File: src/rtl/flrd_pkg.sv
// Shared types and constants of the frequency lookup-table row decoder, used by
// flrd_freq_calc, freq_lut_row_decoder, flrd_entry_checker, tb_top; depends on nothing.
package flrd_pkg;

   localparam int unsigned IDX_W   = 6;
   localparam int unsigned FREQ_W  = 25;
   localparam int unsigned VOLT_W  = 22;
   localparam int unsigned XTAL_W  = 27;
   localparam int unsigned ALT_W   = 32;
   localparam int unsigned WORD_W  = 32;
   localparam int unsigned CSR_IDX_W = 1;

   localparam logic [FREQ_W-1:0] FREQ_MAX = 25'h1FF_FFFF;
   localparam logic [2:0]        TURBO_CORES = 3'd1;
   localparam logic [9:0]        KHZ_DIVISOR = 10'd1000;
   localparam logic [9:0]        MV_TO_UV    = 10'd1000;

   // reciprocals of 125 for exact floor division after a shift by three
   localparam logic [24:0] XTAL_RECIP = 25'd17179870;   // 24-bit operand, shift 31
   localparam logic [29:0] ALT_RECIP  = 30'd549755814;  // 29-bit operand, shift 36
   localparam logic [15:0] LO_RECIP   = 16'd33555;      // 15-bit operand, shift 22

   localparam logic [XTAL_W-1:0] XTAL_RESET = 27'd19200000;
   localparam logic [ALT_W-1:0]  ALT_RESET  = 32'd300000000;

   localparam logic [CSR_IDX_W-1:0] CSR_CRYSTAL_RATE   = 1'd0;
   localparam logic [CSR_IDX_W-1:0] CSR_ALTERNATE_RATE = 1'd1;

   typedef enum logic [2:0] {
      KIND_FREQ    = 3'd0,
      KIND_INVALID = 3'd1,
      KIND_BLANK   = 3'd2,
      KIND_BOOST   = 3'd3,
      KIND_END     = 3'd4
   } entry_kind_type;

   typedef struct packed {
      logic [FREQ_W-1:0] khz;
      logic [VOLT_W-1:0] volt_uv;
      logic              turbo;
   } row_type;

   typedef struct packed {
      logic [IDX_W-1:0]  entry_index;
      entry_kind_type    entry_kind;
      logic [FREQ_W-1:0] khz;
      logic [VOLT_W-1:0] volt_uv;
      logic              last;
   } result_type;

endpackage

File: src/rtl/flrd_freq_calc.sv
// Five-stage pipeline that turns a raw table row into frequency in kHz and
// voltage in uV. Depends on flrd_pkg.
module flrd_freq_calc (
   input  logic                          clock,
   input  logic                          reset,
   input  logic                          in_valid,
   output logic                          in_ready,
   input  logic [flrd_pkg::WORD_W-1:0]   freq_row_word,
   input  logic [flrd_pkg::WORD_W-1:0]   volt_row_word,
   input  logic [flrd_pkg::XTAL_W-1:0]   crystal_rate_hz,
   input  logic [flrd_pkg::ALT_W-1:0]    alternate_rate_hz,
   output logic                          out_valid,
   input  logic                          out_ready,
   output flrd_pkg::row_type             out_row
);

   logic [5:1] valid_ff, valid_in, ready;

   logic        s1_src_ff, s1_turbo_ff;
   logic [7:0]  s1_mult_ff;
   logic [11:0] s1_vcode_ff;
   logic [26:0] s1_crystal_ff;
   logic [31:0] s1_alt_ff;

   logic        s2_src_ff, s2_turbo_ff;
   logic [7:0]  s2_mult_ff;
   logic [17:0] s2_q_ff;
   logic [26:0] s2_crystal_ff;
   logic [22:0] s2_alt_q_ff;
   logic [21:0] s2_volt_ff;
   logic [48:0] s2_q_prod;
   logic [58:0] s2_alt_prod;

   logic        s3_src_ff, s3_turbo_ff;
   logic [7:0]  s3_mult_ff;
   logic [9:0]  s3_rem_ff;
   logic [25:0] s3_hi_ff;
   logic [22:0] s3_alt_q_ff;
   logic [21:0] s3_volt_ff;
   logic [26:0] s3_rem_full;

   logic        s4_src_ff, s4_turbo_ff;
   logic [17:0] s4_prod_ff;
   logic [25:0] s4_hi_ff;
   logic [22:0] s4_alt_q_ff;
   logic [21:0] s4_volt_ff;

   flrd_pkg::row_type s5_row_ff, s5_row_in;
   logic [30:0] s5_lo_prod;
   logic [26:0] s5_sum;

   // advance a stage when it is empty or its successor advances
   always_comb begin
      ready[5] = !valid_ff[5] || out_ready;
      for (int k = 4; k >= 1; k--) begin
         ready[k] = !valid_ff[k] || ready[k+1];
      end
      valid_in[1] = ready[1] ? in_valid : valid_ff[1];
      for (int k = 2; k <= 5; k++) begin
         valid_in[k] = ready[k] ? valid_ff[k-1] : valid_ff[k];
      end
   end

   always_ff @(posedge clock) begin
      if (reset) begin
         valid_ff <= '0;
      end else begin
         valid_ff <= valid_in;
      end
   end

   assign s2_q_prod   = 49'(s1_crystal_ff[26:3]) * 49'(flrd_pkg::XTAL_RECIP);
   assign s2_alt_prod = 59'(s1_alt_ff[31:3]) * 59'(flrd_pkg::ALT_RECIP);
   assign s3_rem_full = s2_crystal_ff - 27'(27'(s2_q_ff) * 27'(flrd_pkg::KHZ_DIVISOR));
   assign s5_lo_prod  = 31'(s4_prod_ff[17:3]) * 31'(flrd_pkg::LO_RECIP);
   assign s5_sum      = 27'(s4_hi_ff) + 27'(s5_lo_prod[30:22]);

   always_comb begin
      s5_row_in.volt_uv = s4_volt_ff;
      s5_row_in.turbo   = s4_turbo_ff;
      if (!s4_src_ff) begin
         s5_row_in.khz = 25'(s4_alt_q_ff);
      end else if (s5_sum > 27'(flrd_pkg::FREQ_MAX)) begin
         s5_row_in.khz = flrd_pkg::FREQ_MAX;
      end else begin
         s5_row_in.khz = s5_sum[24:0];
      end
   end

   always_ff @(posedge clock) begin
      if (ready[1]) begin
         s1_src_ff     <= freq_row_word[31:30] != 2'd0;
         s1_turbo_ff   <= freq_row_word[18:16] == flrd_pkg::TURBO_CORES;
         s1_mult_ff    <= freq_row_word[7:0];
         s1_vcode_ff   <= volt_row_word[11:0];
         s1_crystal_ff <= crystal_rate_hz;
         s1_alt_ff     <= alternate_rate_hz;
      end
      if (ready[2]) begin
         s2_src_ff     <= s1_src_ff;
         s2_turbo_ff   <= s1_turbo_ff;
         s2_mult_ff    <= s1_mult_ff;
         s2_q_ff       <= s2_q_prod[48:31];
         s2_crystal_ff <= s1_crystal_ff;
         s2_alt_q_ff   <= s2_alt_prod[58:36];
         s2_volt_ff    <= 22'(s1_vcode_ff) * 22'(flrd_pkg::MV_TO_UV);
      end
      if (ready[3]) begin
         s3_src_ff   <= s2_src_ff;
         s3_turbo_ff <= s2_turbo_ff;
         s3_mult_ff  <= s2_mult_ff;
         s3_rem_ff   <= s3_rem_full[9:0];
         s3_hi_ff    <= 26'(s2_mult_ff) * 26'(s2_q_ff);
         s3_alt_q_ff <= s2_alt_q_ff;
         s3_volt_ff  <= s2_volt_ff;
      end
      if (ready[4]) begin
         s4_src_ff   <= s3_src_ff;
         s4_turbo_ff <= s3_turbo_ff;
         s4_prod_ff  <= 18'(s3_mult_ff) * 18'(s3_rem_ff);
         s4_hi_ff    <= s3_hi_ff;
         s4_alt_q_ff <= s3_alt_q_ff;
         s4_volt_ff  <= s3_volt_ff;
      end
      if (ready[5]) begin
         s5_row_ff <= s5_row_in;
      end
   end

   assign in_ready  = ready[1];
   assign out_valid = valid_ff[5];
   assign out_row   = s5_row_ff;

endmodule

File: src/rtl/freq_lut_row_decoder.sv
// Top level of the frequency lookup-table row decoder: configuration
// registers, table state, entry decision and result buffer.
// Depends on flrd_pkg and flrd_freq_calc.
//
//   channel  direction  payload                                    handshake
//   req_     in         tdata: freq_row_word, volt_row_word         tvalid/tready
//   rsp_     out        tdata: index, kind, freq, volt; tlast       tvalid/tready
//   csr_     in         index, wdata                                valid/ready
//
// One row is taken per cycle while results drain and no row yields two entries;
// such a row holds the decision stage until its first entry has been sent.
// Synchronous reset clears pipeline and table state and presets the rate registers.
// A stalled result side fills the pipeline, then drops req_tready.
module freq_lut_row_decoder #(
   parameter int unsigned TABLE_ROWS = 40
) (
   input  logic        clock,
   input  logic        reset,
   input  logic        req_tvalid,
   output logic        req_tready,
   input  logic [63:0] req_tdata,   // [31:0] freq_row_word, [63:32] volt_row_word
   output logic        rsp_tvalid,
   input  logic        rsp_tready,
   output logic [55:0] rsp_tdata,   // [5:0] entry_index, [8:6] entry_kind,
                                    // [33:9] frequency kHz, [55:34] volt_uv
   output logic        rsp_tlast,
   input  logic        csr_valid,
   output logic        csr_ready,
   input  logic [flrd_pkg::CSR_IDX_W-1:0] csr_index,
   input  logic [31:0] csr_wdata
);

   logic [flrd_pkg::XTAL_W-1:0] crystal_ff;
   logic [flrd_pkg::ALT_W-1:0]  alternate_ff;

   logic                        row_valid, take;
   flrd_pkg::row_type           row;

   logic [flrd_pkg::IDX_W-1:0]  row_count_ff, row_count_in;
   logic [flrd_pkg::FREQ_W-1:0] last_khz_ff, last_khz_in;
   logic                        prev_inv_ff, prev_inv_in;

   flrd_pkg::result_type        first, second;
   logic                        two;

   logic                        rsp_valid_ff, rsp_valid_in;
   logic                        pend_valid_ff, pend_valid_in;
   flrd_pkg::result_type        rsp_ff, rsp_in, pend_ff, pend_in;

   logic [flrd_pkg::IDX_W-1:0]  next_count;

   assign csr_ready = 1'b1;

   always_ff @(posedge clock) begin
      if (reset) begin
         crystal_ff   <= flrd_pkg::XTAL_RESET;
         alternate_ff <= flrd_pkg::ALT_RESET;
      end else if (csr_valid) begin
         unique case (csr_index)
            flrd_pkg::CSR_CRYSTAL_RATE:   crystal_ff   <= csr_wdata[26:0];
            flrd_pkg::CSR_ALTERNATE_RATE: alternate_ff <= csr_wdata;
         endcase
      end
   end

   flrd_freq_calc u_calc (
      .clock             (clock),
      .reset             (reset),
      .in_valid          (req_tvalid),
      .in_ready          (req_tready),
      .freq_row_word     (req_tdata[31:0]),
      .volt_row_word     (req_tdata[63:32]),
      .crystal_rate_hz   (crystal_ff),
      .alternate_rate_hz (alternate_ff),
      .out_valid         (row_valid),
      .out_ready         (take),
      .out_row           (row)
   );

   // take a row only when both result slots can hold what it yields
   assign take = row_valid && !pend_valid_ff && (!rsp_valid_ff || rsp_tready);
   assign next_count = row_count_ff + 6'd1;

   always_comb begin
      first        = '0;
      second       = '0;
      two          = 1'b0;
      row_count_in = next_count;
      last_khz_in  = row.khz;
      prev_inv_in  = row.turbo;
      first.entry_index = row_count_ff;
      first.volt_uv     = row.volt_uv;
      if (row_count_ff != '0 && row.khz == last_khz_ff) begin
         row_count_in = '0;
         last_khz_in  = '0;
         prev_inv_in  = 1'b0;
         second.entry_index = row_count_ff;
         second.entry_kind  = flrd_pkg::KIND_END;
         second.last        = 1'b1;
         if (prev_inv_ff) begin
            two = 1'b1;
            first.entry_index = row_count_ff - 6'd1;
            first.entry_kind  = flrd_pkg::KIND_BOOST;
            first.khz         = last_khz_ff;
         end else begin
            first = second;
         end
      end else begin
         if (row.khz != last_khz_ff && !row.turbo) begin
            first.entry_kind = flrd_pkg::KIND_FREQ;
            first.khz        = row.khz;
         end else if (row.turbo) begin
            first.entry_kind = flrd_pkg::KIND_INVALID;
         end else begin
            first.entry_kind = flrd_pkg::KIND_BLANK;
         end
         if (next_count == 6'(TABLE_ROWS)) begin
            two = 1'b1;
            second.entry_index = 6'(TABLE_ROWS);
            second.entry_kind  = flrd_pkg::KIND_END;
            second.last        = 1'b1;
            row_count_in = '0;
            last_khz_in  = '0;
            prev_inv_in  = 1'b0;
         end else begin
            first.last = 1'b1;
         end
      end
   end

   always_comb begin
      rsp_valid_in  = rsp_valid_ff;
      pend_valid_in = pend_valid_ff;
      rsp_in        = rsp_ff;
      pend_in       = pend_ff;
      if (rsp_valid_ff && rsp_tready) begin
         rsp_valid_in  = pend_valid_ff;
         rsp_in        = pend_ff;
         pend_valid_in = 1'b0;
      end
      if (take) begin
         rsp_valid_in  = 1'b1;
         rsp_in        = first;
         pend_valid_in = two;
         pend_in       = second;
      end
   end

   always_ff @(posedge clock) begin
      if (reset) begin
         row_count_ff  <= '0;
         last_khz_ff   <= '0;
         prev_inv_ff   <= 1'b0;
         rsp_valid_ff  <= 1'b0;
         pend_valid_ff <= 1'b0;
      end else begin
         if (take) begin
            row_count_ff <= row_count_in;
            last_khz_ff  <= last_khz_in;
            prev_inv_ff  <= prev_inv_in;
         end
         rsp_valid_ff  <= rsp_valid_in;
         pend_valid_ff <= pend_valid_in;
      end
   end

   always_ff @(posedge clock) begin
      rsp_ff  <= rsp_in;
      pend_ff <= pend_in;
   end

   assign rsp_tvalid = rsp_valid_ff;
   assign rsp_tdata  = {rsp_ff.volt_uv, rsp_ff.khz, rsp_ff.entry_kind,
                        rsp_ff.entry_index};
   assign rsp_tlast  = rsp_ff.last;

endmodule

File: config.mk
export PLATFORM = sky130hd
export DESIGN_NAME = freq_lut_row_decoder
export DESIGN_NICKNAME = d
export VERILOG_FILES = /design/src/rtl/flrd_pkg.sv /design/src/rtl/flrd_freq_calc.sv /design/src/rtl/freq_lut_row_decoder.sv
export SDC_FILE = /design/constraint.sdc
export NUM_CORES = 2
export LEC_CHECK = 0
export ABC_AREA = 1
export BUFFER_PORTS_ARGS = -buffer_cell sky130_fd_sc_hd__buf_2
export CAP_MARGIN = 5
export CELL_PAD_IN_SITES_DETAIL_PLACEMENT = 0
export CELL_PAD_IN_SITES_GLOBAL_PLACEMENT = 1
export CORE_UTILIZATION = 30
export CTS_CLUSTER_DIAMETER = 150
export DETAILED_ROUTE_END_ITERATION = 10
export PLACE_DENSITY_LB_ADDON = 0.1
export SLEW_MARGIN = 10
export SYNTH_ARGS = -nofsm -noshare
export SYNTH_HDL_FRONTEND = slang
export SYNTH_SLANG_ARGS = --single-unit
File: constraint.sdc
create_clock -name clock -period 25.2 [get_ports clock]
set_clock_uncertainty 0.05 [all_clocks]
set_input_delay 5.04 -clock clock [delete_from_list [all_inputs] [get_ports clock]]
set_output_delay 5.04 -clock clock [all_outputs]
set_load 0.02 [all_outputs]
==> out/summary.txt <==
CP bufs+invs -> 4
PortBufs -> 118
Post-Syn Instances -> 6,112
Gr ovfl total -> 0
Asr flop ratio synth -> 0%
CP Launch Type -> input port
Max Fclk -> 78.8 MHz
Max incr delay on CP -> 0.40 ns
Clock buffer depth -> 3
Hold WS -> 0.351 ns
Most used cell, CP -> nor2_1
Synthesized area -> 0.0568 mm²
Fin Setup TNS -> 0 ns
Hold_buf cts -> 0
Delay-heaviest family, CP -> simple AND/OR/NAND/NOR gates
Core Region -> 0.188 mm²
Initial Util -> 30.2%
Hold Path End -> u_calc.s4_hi_ff[9]$_DFFE_PP_
Synth area leaders -> fa_1 23%, edfxtp_1 23%, ha_1 20%
Drt drc -> 13
Met1 usage -> 23.4%
Clock buffer count from CTS -> 68
Routed len/inst -> 18.2 µm
Seq cells post-synth -> 532
Reg2Reg Depth -> 18
Setup Buffers After CTS -> 0
Antenna Nets Post-Route -> 0
TritonCTS Sinks -> 532
Synth cell count leaders -> 1,407 x inv_1, 1,058 x nand2_1, 887 x ha_1, 661 x fa_1, 437 x edfxtp_1
Worst R2R End -> u_calc.s2_alt_q_ff[18]$_DFFE_PP_
Worst R2R Start -> u_calc.s1_alt_ff[23]$_DFFE_PP_
IO Count -> 162
R2R Setup Slk -> 18.14 ns
Crit path capture type -> primary output
Unrepaired setup endpoints after global routing -> false
Worst EP required -> 20.11 ns
DP HPWL -> 131,000 µm
Final WL -> 160,000 µm
Failing checks -> design-rule violations
Number of flops mapped to enable cells by yosys -> 437
CTS tree -> yes
Floorplan row count -> 159
Worst setup margin -> 12.50 ns
Syn_area_per_cell -> 9.29 µm²
Initial drt markers -> 1,444
Hold Fails Final Rpt -> 0
Seq/Total Area, Yosys -> 26.4%
Layout area overhead -> 10.1%
Total GRT Usage -> 17.0%
Grt met3 use -> 1.80%
Tmin final -> 12.70 ns
Post-cts resize count -> 0
Die width -> 437 µm
Most frequent cell after synthesis -> inv_1
Slowest CP cell -> nor2_1
M2 GR Usage -> 28.8%
Final Non-Filler Cells -> 8,784
Final Max Tran Viols -> 0
Clock transition at path regs -> 0.06 ns
Worst-Skew Late Latency -> 0.69 ns
Via count -> 39,173
Max Cap Violations -> 0
Top Usage Layer GRT -> met2
DR pass1 iterations -> 10
Fin crit share -> 50.4%
WHS Path Cells -> 0
CP arrival -> 7.61 ns
Status -> finished, violations left
Pin count of the biggest net entering global routing -> 69
Cells along the critical path -> buf_2, nor2_1, nor3_4, nor2_1, inv_2, buf_4, nor2_1, nand2_4, nor2_1, nand2_4, buf_2
Die H -> 437 µm
Share of cells above drive strength 1 -> 5.14%
Synth unique cells -> 52
Initial antenna violation count -> 4
First-pass GRT wire length -> 249,000 µm
Die Footprint -> 0.191 mm²
Critical path class -> in2out
Number of global-route vias before repair -> 41,874
Worst hold start -> u_calc.s3_hi_ff[9]$_DFFE_PP_
Placed instance count -> 8,657
Ys flop type -> edfxtp_1
Vias per Instance -> 4.46
Slew @ Worst Pin -> 1.02 ns
Final GP Congestion -> 0.866
Pre-CTS WS -> 12.41 ns
Top cell type's share of synthesized area -> 23.3%
Min-Delay Path Class -> reg2reg
CTS root buffer -> clkbuf_16
Final setup fails -> 0
Final Net Count -> 7,882
Synth area leader -> fa_1
Rel. slew slack -> 32.0%
CTS H-tree depth -> 3
Crit-path max FO -> 47
Synth warn -> 0
[worst max path at each step]
| stage | start | endpoint | slack, ns | cells after the start |
|---|---|---|---|---|
| floorplan | rsp_tready | req_tready | 9.53 | 8 |
| global placement | rsp_tready | req_tready | 12.44 | 11 |
| detailed placement | rsp_tready | req_tready | 12.41 | 11 |
| CTS | rsp_tready | req_tready | 12.41 | 11 |
| global route | rsp_tready | req_tready | 12.20 | 11 |
| finish | rsp_tready | req_tready | 12.50 | 11 |
[kinds of logic (layout without fill, tap and decap cells)]
logic type / after synthesis / in the layout / share of synthesized area, %
xor gates and xnor gates: 110 / 110 / 1.72
adders and majority gates: 1548 / 1548 / 42.8
buffers and inverters: 1517 / 1690 / 10.2
DFF: 532 / 532 / 26.4
other: 2 / 6 / 0.0132
and+or+nand+nor: 1823 / 1823 / 13.3
AOI/OAI and AO/OA: 580 / 580 / 5.54
[area by class of cell]
| cell class | count | area [µm²] |
|---|---|---|
| inverter | 1412 | 5300 |
| tap | 2495 | 3120 |
| fill | 19656 | 125000 |
| timing repair buffer | 153 | 853 |
| clock inverter | 38 | 390 |
| antenna | 2 | 5.00 |
| sequential | 532 | 15000 |
| clock buffer | 87 | 1810 |
| multi-input combinational | 4065 | 36000 |
[placed cells by master (no fill, tap or decap), types with 33 or more instances in the layout]
| cell | instances |
|---|---|
| ha_1 | 887 |
| edfxtp_1 | 437 |
| inv_1 | 1403 |
| nand3_1 | 188 |
| xnor2_1 | 33 |
| nor3_1 | 43 |
| nand2_1 | 1055 |
| o21ai_0 | 194 |
| a21oi_1 | 281 |
| buf_2 | 118 |
| nand4_1 | 45 |
| buf_4 | 35 |
| dfxtp_1 | 94 |
| clkbuf_16 | 68 |
| nor2_1 | 424 |
| xor2_1 | 75 |
| fa_1 | 661 |
[routing by layer]
metal / vias up / part of all wire (%) / wire, µm
met5: - / 0 / 0
met3: 123 / 2.4 / 3760
met1: 19139 / 49 / 77800
met2: 387 / 48 / 75800
met4: 0 / 1.4 / 2250
li1: 19524 / - / -
[state kept, by name (all words and copies together) (netlist names), 25 cells and up]
name / flops
u_calc.s4_hi_ff: 26
last_khz_ff: 25
u_calc.s1_crystal_ff: 27
u_calc.s1_alt_ff: 29
u_calc.out_row: 45
alternate_ff: 29
crystal_ff: 27
u_calc.s3_hi_ff: 26
rsp_tdata: 53
[metrics by stage]
stage	utilization, %	cell area, µm²
2_1_floorplan	-	56800
3_3_place_gp	32.1	60300
3_5_place_dp	32.1	60300
4_1_cts	33.3	62500
5_1_grt	33.3	62500
6_report	33.3	62500
Power is left out: the tool's default activity adds up to more than one toggle a clock period on the data nets, which glitch-free logic cannot reach.
